**src/tblit_pkg.sv**
```systemverilog
// Package of the texel to RGBA5551 blit unit: widths, command and register
// codes, the configuration and queue entry types. No dependencies.
`timescale 1ns / 1ps
`default_nettype none

package tblit_pkg;

	localparam int PALETTE_DEPTH = 256;
	localparam int COORD_BITS    = 11;

	localparam int CMD_BITS      = 4;
	localparam int TEXEL_BITS    = 32;
	localparam int PIX_BITS      = 16;
	localparam int PAL_IDX_BITS  = 8;
	localparam int PAL_ADDR_BITS = $clog2(PALETTE_DEPTH);
	localparam int DIM_BITS      = 11;
	localparam int OUT_X_BITS    = COORD_BITS + 1;
	localparam int OFFSET_BITS   = 20;
	localparam int CLIP_BITS     = (OUT_X_BITS > DIM_BITS) ? OUT_X_BITS : DIM_BITS;
	localparam int PROD_BITS     = COORD_BITS + DIM_BITS;

	localparam int APB_ADDR_BITS = 4;
	localparam int APB_DATA_BITS = 32;

	localparam int FIFO_DEPTH    = 2;
	localparam int FIFO_PTR_BITS = $clog2(FIFO_DEPTH);
	localparam int FIFO_CNT_BITS = $clog2(FIFO_DEPTH + 1);

	localparam logic [PAL_IDX_BITS:0] PAL_LIMIT = (PAL_IDX_BITS + 1)'(PALETTE_DEPTH);

	localparam logic [PIX_BITS-1:0] FILL_TRANSPARENT = 16'h0001;
	localparam logic [PIX_BITS-1:0] FLASH_WHITE      = 16'hFFFF;

	localparam logic [DIM_BITS-1:0] ROW_SPAN_RESET  = 11'd320;
	localparam logic [DIM_BITS-1:0] FB_HEIGHT_RESET = 11'd240;

	typedef enum logic [CMD_BITS-1:0] {
		CMD_I4        = 4'd0,
		CMD_IA4       = 4'd1,
		CMD_I8        = 4'd2,
		CMD_IA8       = 4'd3,
		CMD_RGBA16    = 4'd4,
		CMD_RGBA32    = 4'd5,
		CMD_CI4       = 4'd6,
		CMD_CI8       = 4'd7,
		CMD_PAL_WRITE = 4'd8
	} tblit_cmd_t;

	typedef enum logic [1:0] {
		REG_ROW_SPAN  = 2'd0,
		REG_FB_HEIGHT = 2'd1,
		REG_KEEP_BG   = 2'd2,
		REG_CI8_FLASH = 2'd3
	} tblit_reg_t;

	typedef struct packed {
		logic [DIM_BITS-1:0] row_span;
		logic [DIM_BITS-1:0] fb_height;
		logic                keep_background;
		logic                ci8_flash_white;
	} tblit_cfg_t;

	typedef struct packed {
		logic                   two_pix;
		logic [COORD_BITS-1:0]  x;
		logic [COORD_BITS-1:0]  y;
		logic [OFFSET_BITS-1:0] yw;
		logic                   we0;
		logic [PIX_BITS-1:0]    val0;
		logic                   we1;
		logic [PIX_BITS-1:0]    val1;
	} tblit_entry_t;

	typedef struct packed {
		logic         valid;
		tblit_entry_t entry;
	} tblit_head_t;

	function automatic logic pal_in_range(input logic [PAL_IDX_BITS-1:0] idx);
		return {1'b0, idx} < PAL_LIMIT;
	endfunction

endpackage

`default_nettype wire

```
**src/tblit_fifo.sv**
```systemverilog
// Two-entry queue between the front and back ends of the blit unit.
// Depends on tblit_pkg.
`timescale 1ns / 1ps
`default_nettype none

module tblit_fifo import tblit_pkg::*; (
	input  logic         clk,
	input  logic         arst_n,
	input  logic         push,
	input  tblit_entry_t push_entry,
	output logic         full,
	input  logic         pop,
	output tblit_head_t  head
);

	tblit_entry_t             store_q [FIFO_DEPTH];
	logic [FIFO_PTR_BITS-1:0] wr_ptr_q;
	logic [FIFO_PTR_BITS-1:0] rd_ptr_q;
	logic [FIFO_CNT_BITS-1:0] count_q;

	assign full       = count_q == FIFO_CNT_BITS'(FIFO_DEPTH);
	assign head.valid = count_q != '0;
	assign head.entry = store_q[rd_ptr_q];

	always_ff @(posedge clk or negedge arst_n) begin
		if (!arst_n) begin
			wr_ptr_q <= '0;
			rd_ptr_q <= '0;
			count_q  <= '0;
		end else begin
			if (push) begin
				wr_ptr_q <= wr_ptr_q + FIFO_PTR_BITS'(1);
			end
			if (pop) begin
				rd_ptr_q <= rd_ptr_q + FIFO_PTR_BITS'(1);
			end
			if (push && !pop) begin
				count_q <= count_q + FIFO_CNT_BITS'(1);
			end else if (pop && !push) begin
				count_q <= count_q - FIFO_CNT_BITS'(1);
			end
		end
	end

	always_ff @(posedge clk) begin
		if (push) begin
			store_q[wr_ptr_q] <= push_entry;
		end
	end

endmodule

`default_nettype wire

```
**config.mk**
```make
export PLATFORM = sky130hd
export DESIGN_NAME = tblit_fifo
export DESIGN_NICKNAME = d
export VERILOG_FILES = /design/src/tblit_pkg.sv /design/src/tblit_fifo.sv
export SDC_FILE = /design/constraint.sdc
export NUM_CORES = 1
export LEC_CHECK = 0
export BUFFER_PORTS_ARGS = -buffer_cell sky130_fd_sc_hd__buf_4
export CORE_UTILIZATION = 47
export DETAILED_ROUTE_END_ITERATION = 8
export PLACE_DENSITY = 0.76
export SLEW_MARGIN = 20
export SYNTH_ARGS = -nofsm -noshare
export SYNTH_HDL_FRONTEND = slang
export SYNTH_SLANG_ARGS = --single-unit
```
**constraint.sdc**
```tcl
create_clock -name clk -period 4.45 [get_ports clk]
set_input_delay 0.6675 -clock clk [delete_from_list [all_inputs] [get_ports clk]]
set_output_delay 0.6675 -clock clk [all_outputs]
set_load 0.01 [all_outputs]
```
==> qor.csv <==
stage;metric;value;unit
run_status;status;completed;
route;vias;2898;
cells_and_area;area_delta_synth_final;32.5;%
placed_design;dpl.cell_count;578;
sta;setup_viol;0;
power_and_ir_drop;p_leak;2.97;nW
hold_path;hold_path.class;input pin to asynchronous set/reset pin;
sta;fin_setup_tns;0;ns
setup_path;worstSetupStartpointType;register;
floorplan;dieHeight;113;um
setup_path;path_common_cell;buf_4;
global_route;grt-ovfl-total;0;
floorplan;rows;40;
setup_path;slowest_stage;dfrtp_4;
floorplan;die_area;0.0128;mm2
cts;cts-root-buf;clkbuf_16;
setup_path;critPathTopFamily;flip-flops;
setup_path;arrival;2.20;ns
placed_design;place_ws;1.99;ns
yosys;syn_nets;338;
cells_and_area;fin_cells;610;
floorplan;io_pins;160;
sta;tightest_slew;1.07;ns
yosys;synth_cells;256;
route;drt_iter0_drc;129;
setup_path;slowest_delay;0.72;ns
global_route;antenna_found_initial;0;
cts;cts_sinks;158;
global_route;first_global_vias;3143;
yosys;netlist_area;0.00583;mm2
placed_design;portBuffers;159;
cts;clk_path_buf_depth;2;
power_and_ir_drop;p_per_area;625;mW/mm2
route;vias_per_cell;4.75;
cts;cts_max_level;4;
floorplan;core;0.0121;mm2
sta;slew_violations;0;
route;ant_nets;0;
setup_path;worstPathCellList;buf_4, mux2_2, buf_4;
sta;max_freq;0.348;GHz
global_route;grt_max_degree;78;
setup_path;critPathRequiredTime;3.78;ns
sta;finalCritPeriodShare;0.645;
sta;skew;0.00436;ns
route;drc;0;
yosys;avgSynthCellArea;22.8;um2
cts;cts_buffers;17;
yosys;yosysWarnings;0;
setup_path;cp_max_fo;33;
placed_design;gp_congestion;0.700;
route;drtPass1Iterations;4;
floorplan;initial_utilization;0.483;
sta;layout_setup_ws;1.58;ns
floorplan;die_x;113;um
sta;finalCriticalPeriod;2.87;ns
sta;slew_headroom;0.286;
route;wl_per_cell;16.5;um
cts;cts_tree;yes;
cells_and_area;drive_gt1_frac;0.604;
yosys;ys_ff_latch;158;
yosys;yosysSeqAreaShare;0.811;
placed_design;place_area;0.00720;mm2
cts;clkTransAtPathRegs;0.05;ns
cts;clk_latency;0.41;ns
setup_path;cp-end-kind;primary output;
setup_path;path_buf_inv;2;
run;drv_cap;0;
cells_and_area;finalNetCount;511;
yosys;synth_cell_type_count;14;
global_route;grt_pass1_wl;15.3;mm
cts;cts_setup_buffers;0;
setup_path;crit_type;register to primary output;
cts;cts_hold_buf;0;
sta;rsz0062_at_grt;no;
placed_design;dp_hpwl;6.64;mm
cts;post_cts_resized;0;
route;drt_wl_total;10.1;mm
power_and_ir_drop;ir_worst_vdd;0.000712;V
cells_and_area;fin_area;0.00772;mm2
sta;hold_violations;0;
global_route;globalRouteTotalUtil;0.162;
cells_and_area;n_antenna_cell;0;
-- cell usage in the layout (no fill, tap or decap), types with 3 or more instances in the layout --
cell type and instances:
mux2_4 20, dfrtp_1 3, xor2_1 4, edfxtp_1 154
clkinv_2 5, mux2_2 57, clkinv_1 6, clkbuf_1 3
clkbuf_16 17, buf_4 163
-- sequential cells by signal, indices dropped and copies added, names as in the netlist --
signal and flops:
store_q 154, count_q 2, rd_ptr_q 1, wr_ptr_q 1
-- area by class of cell --
| class | count | area (um2) |
|---|---|---|
| sequential | 158 | 4730 |
| tap | 168 | 210 |
| inverter | 1 | 3.75 |
| fill | 853 | 4340 |
| multi-input combinational | 88 | 1040 |
| clock inverter | 12 | 77.6 |
| timing repair buffer | 163 | 1220 |
| clock buffer | 20 | 437 |
-- per-stage QoR --
stage | util | hold slack, ns | total power [mW]
after floorplan | - | 0.372 | 2.98
after global placement | 0.597 | 0.465 | 3.58
after detailed placement | 0.597 | 0.472 | 3.62
after CTS | 0.640 | 0.0320 | 4.88
after global routing | 0.640 | 0.0372 | 5.04
final | 0.640 | 0.0466 | 4.82
-- synthesized netlist by cell type --
| cell type | number | area share |
|---|---|---|
| or2_2 | 1 | 0.0011 |
| xor2_1 | 4 | 0.0060 |
| xnor2_1 | 1 | 0.0015 |
| nor2_1 | 1 | 0.00064 |
| ha_1 | 1 | 0.0021 |
| mux2_4 | 20 | 0.052 |
| dfrtp_1 | 4 | 0.017 |
| and2_1 | 1 | 0.0011 |
| buf_6 | 4 | 0.0077 |
| buf_2 | 5 | 0.0043 |
| edfxtp_1 | 154 | 0.79 |
| nor2b_1 | 2 | 0.0021 |
| mux2_2 | 57 | 0.11 |
| inv_1 | 1 | 0.00064 |
-- logic make-up after synthesis --
logic type / share of synthesized area
flip-flops: 0.811
adder cells (fa/ha/maj): 0.00215
buffers and inverters: 0.0127
XOR/XNOR: 0.00752
AND/OR/NAND/NOR: 0.00494
multiplexers: 0.162
-- routing by layer --
| layer | part of all wire | GRT usage |
|---|---|---|
| met5 | 0 | 0 |
| met3 | 0.064 | 0.0520 |
| met1 | 0.40 | 0.182 |
| met4 | 0.013 | 0.0737 |
| met2 | 0.53 | 0.281 |
-- path summary, 6_finish.rpt --
| kind | start | end | slack, ns | depth (start not counted) |
|---|---|---|---|---|
| worst max register to register | wr_ptr_q | store_q[1][0] | 2.70 | 1 |
| max in group asynchronous | arst_n | rd_ptr_q | 4.28 | 1 |
| worst min-delay path | arst_n | count_q[0] | 0.05 | 1 |
| min in group clk | push_entry[29] | store_q[0][29] | 0.44 | 1 |
| worst min register to register | count_q[1] | count_q[1] | 0.49 | 1 |
| worst max-delay path | rd_ptr_q | head[18] | 1.58 | 3 |
-- power by group --
group | total, mW | internal, mW | switching (mW)
clock network | 1.26 | 0.751 | 0.514
registers | 2.12 | 1.98 | 0.135
logic | 1.44 | 0.799 | 0.642
total | 4.82 | 3.53 | 1.29
(Power assumes the default switching activity.)
