<file path="src/tblit_pkg.sv">
// Package of the texel to RGBA5551 blit unit: widths, command and register
// codes, the configuration and queue entry types. No dependencies.
`timescale 1ns / 1ps
`default_nettype none

package tblit_pkg;

	localparam int PALETTE_DEPTH = 256;
	localparam int COORD_BITS    = 11;

	localparam int CMD_BITS      = 4;
	localparam int TEXEL_BITS    = 32;
	localparam int PIX_BITS      = 16;
	localparam int PAL_IDX_BITS  = 8;
	localparam int PAL_ADDR_BITS = $clog2(PALETTE_DEPTH);
	localparam int DIM_BITS      = 11;
	localparam int OUT_X_BITS    = COORD_BITS + 1;
	localparam int OFFSET_BITS   = 20;
	localparam int CLIP_BITS     = (OUT_X_BITS > DIM_BITS) ? OUT_X_BITS : DIM_BITS;
	localparam int PROD_BITS     = COORD_BITS + DIM_BITS;

	localparam int APB_ADDR_BITS = 4;
	localparam int APB_DATA_BITS = 32;

	localparam int FIFO_DEPTH    = 2;
	localparam int FIFO_PTR_BITS = $clog2(FIFO_DEPTH);
	localparam int FIFO_CNT_BITS = $clog2(FIFO_DEPTH + 1);

	localparam logic [PAL_IDX_BITS:0] PAL_LIMIT = (PAL_IDX_BITS + 1)'(PALETTE_DEPTH);

	localparam logic [PIX_BITS-1:0] FILL_TRANSPARENT = 16'h0001;
	localparam logic [PIX_BITS-1:0] FLASH_WHITE      = 16'hFFFF;

	localparam logic [DIM_BITS-1:0] ROW_SPAN_RESET  = 11'd320;
	localparam logic [DIM_BITS-1:0] FB_HEIGHT_RESET = 11'd240;

	typedef enum logic [CMD_BITS-1:0] {
		CMD_I4        = 4'd0,
		CMD_IA4       = 4'd1,
		CMD_I8        = 4'd2,
		CMD_IA8       = 4'd3,
		CMD_RGBA16    = 4'd4,
		CMD_RGBA32    = 4'd5,
		CMD_CI4       = 4'd6,
		CMD_CI8       = 4'd7,
		CMD_PAL_WRITE = 4'd8
	} tblit_cmd_t;

	typedef enum logic [1:0] {
		REG_ROW_SPAN  = 2'd0,
		REG_FB_HEIGHT = 2'd1,
		REG_KEEP_BG   = 2'd2,
		REG_CI8_FLASH = 2'd3
	} tblit_reg_t;

	typedef struct packed {
		logic [DIM_BITS-1:0] row_span;
		logic [DIM_BITS-1:0] fb_height;
		logic                keep_background;
		logic                ci8_flash_white;
	} tblit_cfg_t;

	typedef struct packed {
		logic                   two_pix;
		logic [COORD_BITS-1:0]  x;
		logic [COORD_BITS-1:0]  y;
		logic [OFFSET_BITS-1:0] yw;
		logic                   we0;
		logic [PIX_BITS-1:0]    val0;
		logic                   we1;
		logic [PIX_BITS-1:0]    val1;
	} tblit_entry_t;

	typedef struct packed {
		logic         valid;
		tblit_entry_t entry;
	} tblit_head_t;

	function automatic logic pal_in_range(input logic [PAL_IDX_BITS-1:0] idx);
		return {1'b0, idx} < PAL_LIMIT;
	endfunction

endpackage

`default_nettype wire

</file>
<file path="src/tblit_if.sv">
// Channel interfaces of the blit unit: texel items in, pixel writes out.
// Depends on tblit_pkg.
`timescale 1ns / 1ps
`default_nettype none


interface tblit_out_if import tblit_pkg::*; ();
	logic                          valid;
	logic                          ready;
	logic                          write_enable;
	logic signed [OUT_X_BITS-1:0]  out_x;
	logic signed [COORD_BITS-1:0]  out_y;
	logic [OFFSET_BITS-1:0]        fb_offset;
	logic [PIX_BITS-1:0]           pixel_value;
	logic                          last;

	modport source(output valid, write_enable, out_x, out_y, fb_offset, pixel_value, last,
		input ready);
	modport sink(input valid, write_enable, out_x, out_y, fb_offset, pixel_value, last,
		output ready);
endinterface

`default_nettype wire

</file>
<file path="src/tblit_back.sv">
// Back end of the blit unit: walks the pixels of each queued entry, forms
// the framebuffer offset and holds the result in the output register.
// Depends on tblit_pkg and tblit_if.
`timescale 1ns / 1ps
`default_nettype none

module tblit_back import tblit_pkg::*; (
	input  logic         clk,
	input  logic         arst_n,
	input  tblit_head_t  head,
	output logic         pop,
	tblit_out_if.source  pixels
);

	logic                         load;
	logic                         second;
	logic                         we;
	logic signed [OUT_X_BITS-1:0] xs;
	logic signed [OUT_X_BITS-1:0] xpix;
	logic [OFFSET_BITS-1:0]       offset;

	logic                         out_valid_q;
	logic                         phase_q;
	logic                         we_q;
	logic [OUT_X_BITS-1:0]        x_q;
	logic [COORD_BITS-1:0]        y_q;
	logic [OFFSET_BITS-1:0]       off_q;
	logic [PIX_BITS-1:0]          val_q;
	logic                         last_q;

	assign load   = head.valid & (~out_valid_q | pixels.ready);
	assign second = head.entry.two_pix & ~phase_q;
	assign pop    = load & ~second;

	assign we     = phase_q ? head.entry.we1 : head.entry.we0;
	assign xs     = OUT_X_BITS'($signed(head.entry.x));
	assign xpix   = phase_q ? xs + OUT_X_BITS'(1) : xs;
	assign offset = OFFSET_BITS'($unsigned(xpix)) + head.entry.yw;

	always_ff @(posedge clk or negedge arst_n) begin
		if (!arst_n) begin
			out_valid_q <= 1'b0;
			phase_q     <= 1'b0;
		end else begin
			if (load) begin
				out_valid_q <= 1'b1;
				phase_q     <= second;
			end else if (pixels.ready) begin
				out_valid_q <= 1'b0;
			end
		end
	end

	always_ff @(posedge clk) begin
		if (load) begin
			we_q   <= we;
			x_q    <= xpix;
			y_q    <= head.entry.y;
			off_q  <= we ? offset : '0;
			val_q  <= we ? (phase_q ? head.entry.val1 : head.entry.val0) : '0;
			last_q <= ~second;
		end
	end

	assign pixels.valid        = out_valid_q;
	assign pixels.write_enable = we_q;
	assign pixels.out_x        = x_q;
	assign pixels.out_y        = y_q;
	assign pixels.fb_offset    = off_q;
	assign pixels.pixel_value  = val_q;
	assign pixels.last         = last_q;

endmodule

`default_nettype wire

</file>
<file path="src/flat_wrapper.sv">
// flat-port wrapper written by rule: the top's interface ports become plain ports
module tblit_back_flat import tblit_pkg::*;
  (clk, arst_n, head, pop, pixels_valid, pixels_write_enable, pixels_out_x, pixels_out_y, pixels_fb_offset, pixels_pixel_value, pixels_last, pixels_ready);
  tblit_out_if pixels_i ();
  input  logic clk;
  input  logic arst_n;
  input  tblit_head_t head;
  output logic pop;
  output wire logic [$bits(pixels_i.valid)-1:0] pixels_valid;
  output wire logic [$bits(pixels_i.write_enable)-1:0] pixels_write_enable;
  output wire logic [$bits(pixels_i.out_x)-1:0] pixels_out_x;
  output wire logic [$bits(pixels_i.out_y)-1:0] pixels_out_y;
  output wire logic [$bits(pixels_i.fb_offset)-1:0] pixels_fb_offset;
  output wire logic [$bits(pixels_i.pixel_value)-1:0] pixels_pixel_value;
  output wire logic [$bits(pixels_i.last)-1:0] pixels_last;
  input wire logic [$bits(pixels_i.ready)-1:0] pixels_ready;
  assign pixels_valid = pixels_i.valid;
  assign pixels_write_enable = pixels_i.write_enable;
  assign pixels_out_x = pixels_i.out_x;
  assign pixels_out_y = pixels_i.out_y;
  assign pixels_fb_offset = pixels_i.fb_offset;
  assign pixels_pixel_value = pixels_i.pixel_value;
  assign pixels_last = pixels_i.last;
  assign pixels_i.ready = pixels_ready;
  tblit_back u_core (.clk(clk), .arst_n(arst_n), .head(head), .pop(pop), .pixels(pixels_i));
endmodule
</file>
<file path="config.mk">
export PLATFORM = sky130hd
export DESIGN_NAME = tblit_back_flat
export DESIGN_NICKNAME = d
export VERILOG_FILES = /design/src/tblit_pkg.sv /design/src/tblit_if.sv /design/src/tblit_back.sv /design/src/flat_wrapper.sv
export SDC_FILE = /design/constraint.sdc
export NUM_CORES = 1
export LEC_CHECK = 0
export BUFFER_PORTS_ARGS = -buffer_cell sky130_fd_sc_hd__clkbuf_2
export CORE_MARGIN = 5
export CORE_UTILIZATION = 52
export DETAILED_ROUTE_END_ITERATION = 7
export PLACE_DENSITY_LB_ADDON = 0.2
export REMOVE_ABC_BUFFERS = 1
export SLEW_MARGIN = 20
export SYNTH_ARGS = -nofsm -noshare
export SYNTH_HDL_FRONTEND = slang
export SYNTH_SLANG_ARGS = --single-unit
</file>
<file path="constraint.sdc">
create_clock -name clk -period 7.8 [get_ports clk]
set_input_delay 0 -clock clk [delete_from_list [all_inputs] [get_ports clk]]
set_output_delay 0 -clock clk [all_outputs]
set_load 0.02 [all_outputs]
</file>
==> summary.md <==
| Metric | Value |
|---|---|
| Hold WS | `4.81 ps` |
| Clock Skew | `6.93 ps` |
| Ant diodes | `0` |
| GPL Wtd Cong | `around 0.87` |
| FP Rows | `29` |
| Setup TNS | `0 ps` |
| Final setup fails | `0` |
| WL per Instance | `16.4 um` |
| Avg Inst Size Synth | `11.8 um^2` |
| Share of the synthesized area in the top cell type | `54.6%` |
| Post-route setup slack | `between 4000 and 5000 ps` |
| Final WL | `between 9000 and 10000 um` |
| Most frequent cells in the layout | `clkbuf_2 (143), edfxtp_1 (61), nor2_1 (35)` |
| Crit Path Category | `flop to flop` |
| Xor/xnor share of the synthesized area | `2.87%` |
| First-pass GRT wire length | `14400 um` |
| Clock Latency Late Sink | `330 ps` |
| GR Overflow Total | `0` |
| Critical Path Start Type | `flop` |
| Final nets | `565` |
| CTS sink cnt | `63` |
| Worst-path clk slew | `70 ps` |
| Initial DRC count | `173` |
| Initial Utilization | `53.1%` |
| Number of port buffers | `approximately 140` |
| Synth Area in Adders | `a little over 6%` |
| P_leak | `2.09 nW` |
| Via count | `2953` |
| Post-synthesis sequential area ratio | `56.1%` |
| Netlist Area Pre-Place | `0.00335 mm^2` |
| Post-synthesis mux area share | `6.90%` |
| CP max FO | `23` |
| Yosys Warn Count | `0` |
| Synth area leader | `edfxtp_1` |
| Initial antenna violation count | `0` |
| Post-DP HPWL | `6430 um` |
| Number of global-route vias before repair | `between 2000 and 3000` |
| Max_cap viols | `0` |
| Ys flop type | `edfxtp_1` |
| R2R Setup Slk | `4770 ps` |
| Die Wd | `90.3 um` |
| Max-slew violations | `0` |
| Measured slew at the worst slew-check pin | `around 700 ps` |
| Worst path arrival time | `3110 ps` |
| Clock Path Buffers | `2` |
| Final min period | `3030 ps` |
| Post-synthesis compound-gate area fraction | `11.3%` |
| Postcts setup bufs | `0` |
| EDFF count, synth | `61` |
| Hold WC Path Type | `input port to flop` |
| Worst EP required | `7880 ps` |
| Distinct cells, synth | `between 40 and 50` |
| Commonest non-fill, non-tap cell in the layout | `clkbuf_2` |
| DP Cell Count | `500` |
| Largest family of logic cells by synthesized area | `simple AND/OR/NAND/NOR gates` |
| Largest net degree at the start of global routing | `54` |
| Synth async-reset ratio | `3.17%` |
| I/O pin count | `approximately 140` |
| Simple-gate share of the synthesized area | `~15%` |
| Drt via density | `5.37` |
| CTS resizes | `0` |
| Period utilization | `38.8%` |
| Syn Inst Count | `285` |
| Post-CTS Hold Buffers | `34` |
| CORE AREA | `about 0.0063 mm^2` |
| CTS tree | `done` |
| Slew Limit Headroom | `52.9%` |
| Dpl ws | `4770 ps` |
| CTS H-tree lvls | `3` |
| Die area | `0.00816 mm^2` |
| Register bit total from synthesis | `63` |
| FMAX | `about 330 MHz` |
| Peak VDD IR | `0.117 mV` |
| Die Y | `90.3 um` |
| Final total power | `0.929 mW` |
| Clock Tree Root | `clkbuf_8` |
| Final hold vios | `0` |
| Cell Pwr Density | `~200 mW/mm^2` |
| Drc violations | `0` |
| Overall Global Routing Usage | `22.0%` |
| Status | `finished, final reports clean` |
| Dominant cells by area after synthesis | `edfxtp_1 (55%), mux2i_1 (6.6%), ha_1 (5.6%), nor2_1 (3.9%), nand2_1 (2.3%)` |
| Non-Filler Instances | `550` |
| Area Overhead vs Synth | `39.7%` |
| Antenna-violating nets left | `0` |
| Number of detailed-route iterations in the first pass | `4` |
| Worst Setup End Kind | `flop` |
| CTS buffer count | `9` |
| RSZ-0062 raised after global routing | `false` |
| Share of layout cells above drive strength 1 | `36.6%` |
## where the power goes
group	leakage (nW)	switching (mW)	internal, mW
Sequential	0.614	0.00774	0.408
Combinational	1.38	0.143	0.0979
Clock	0.0960	0.126	0.146
## critical path: stages, from the launching register on
cell     delay (ps)
dfrtp_1         360
buf_4           340
xor2_1          230
ha_1            240
inv_1            80
fa_1            380
nor2b_1         270
o31ai_1         180
a21oi_1         390
a21oi_1         160
mux2i_1         150
## state kept, by name (all words and copies together) (netlist names)
| register | count |
|---|---|
| u_core.pixels.pixel_value | 16 |
| u_core.pixels.out_x | 12 |
| u_core.pixels.fb_offset | 20 |
| u_core.pixels.valid | 1 |
| u_core.pixels.write_enable | 1 |
| u_core.pixels.last | 1 |
| u_core.pixels.out_y | 11 |
| u_core.phase_q | 1 |
## cells by family (layout without fill, tap and decap cells)
family / Yosys count / in the layout
AOI/OAI and AO/OA: 53 / 53
and+or+nand+nor: 104 / 104
adders and majority gates: 16 / 16
DFF: 63 / 63
buffers and inverters: 15 / 203
xor gates and xnor gates: 11 / 11
muxes: 23 / 23
## metal layers
layer	GRT usage (%)	share of wire (%)	vias to the layer above
met3	5.83	6.9	11
met5	0	0	-
met4	5.46	1.2	0
li1	-	-	1440
met1	26.1	41	1378
met2	39.5	51	124
## Yosys cell counts (all sizes together), types with 6 or more instances
cell type	count
nand3	7
a211oi	8
edfxtp	61
xnor2	6
nor2	35
nand2	21
inv	7
o21ai	12
nand2b	9
nor3	11
nand4	6
ha	15
a21oi	11
mux2i	22
## per-stage QoR
step	cell area [um^2]	utilization [%]
after CTS	4690	74.2
after global placement	4160	65.8
after detailed placement	4160	65.8
final	4690	74.2
after global routing	4690	74.2
after floorplan	3320	-
## final cells by class
type                    count  area [um^2]
well taps                  77         96.3
clock buffers              10          128
inverters                   7         26.3
clock inverters             6         61.3
multi-input cells         207         1410
repair buffers            180         1080
fillers                   464         1630
flip-flops and latches     63         1880
## path summary, 6_finish.rpt
| path | from | end | cells past startpoint |
|---|---|---|---|
| max in group asynchronous | arst_n | u_core.phase_q$_DFFE_PN0P_ | 2 |
| hold reg to reg | u_core.phase_q$_DFFE_PN0P_ | u_core.pixels.out_x[5]$_DFFE_PP_ | 3 |
| min in group asynchronous | arst_n | u_core.pixels.valid$_DFFE_PN0P_ | 2 |
| setup / recovery | u_core.phase_q$_DFFE_PN0P_ | u_core.pixels.fb_offset[12]$_SDFFCE_PN0P_ | 10 |
| hold / removal | head[24] | u_core.pixels.pixel_value[7]$_SDFFCE_PN0P_ | 3 |
| setup reg to reg | u_core.phase_q$_DFFE_PN0P_ | u_core.pixels.fb_offset[12]$_SDFFCE_PN0P_ | 10 |
(Power assumes the default switching activity.)
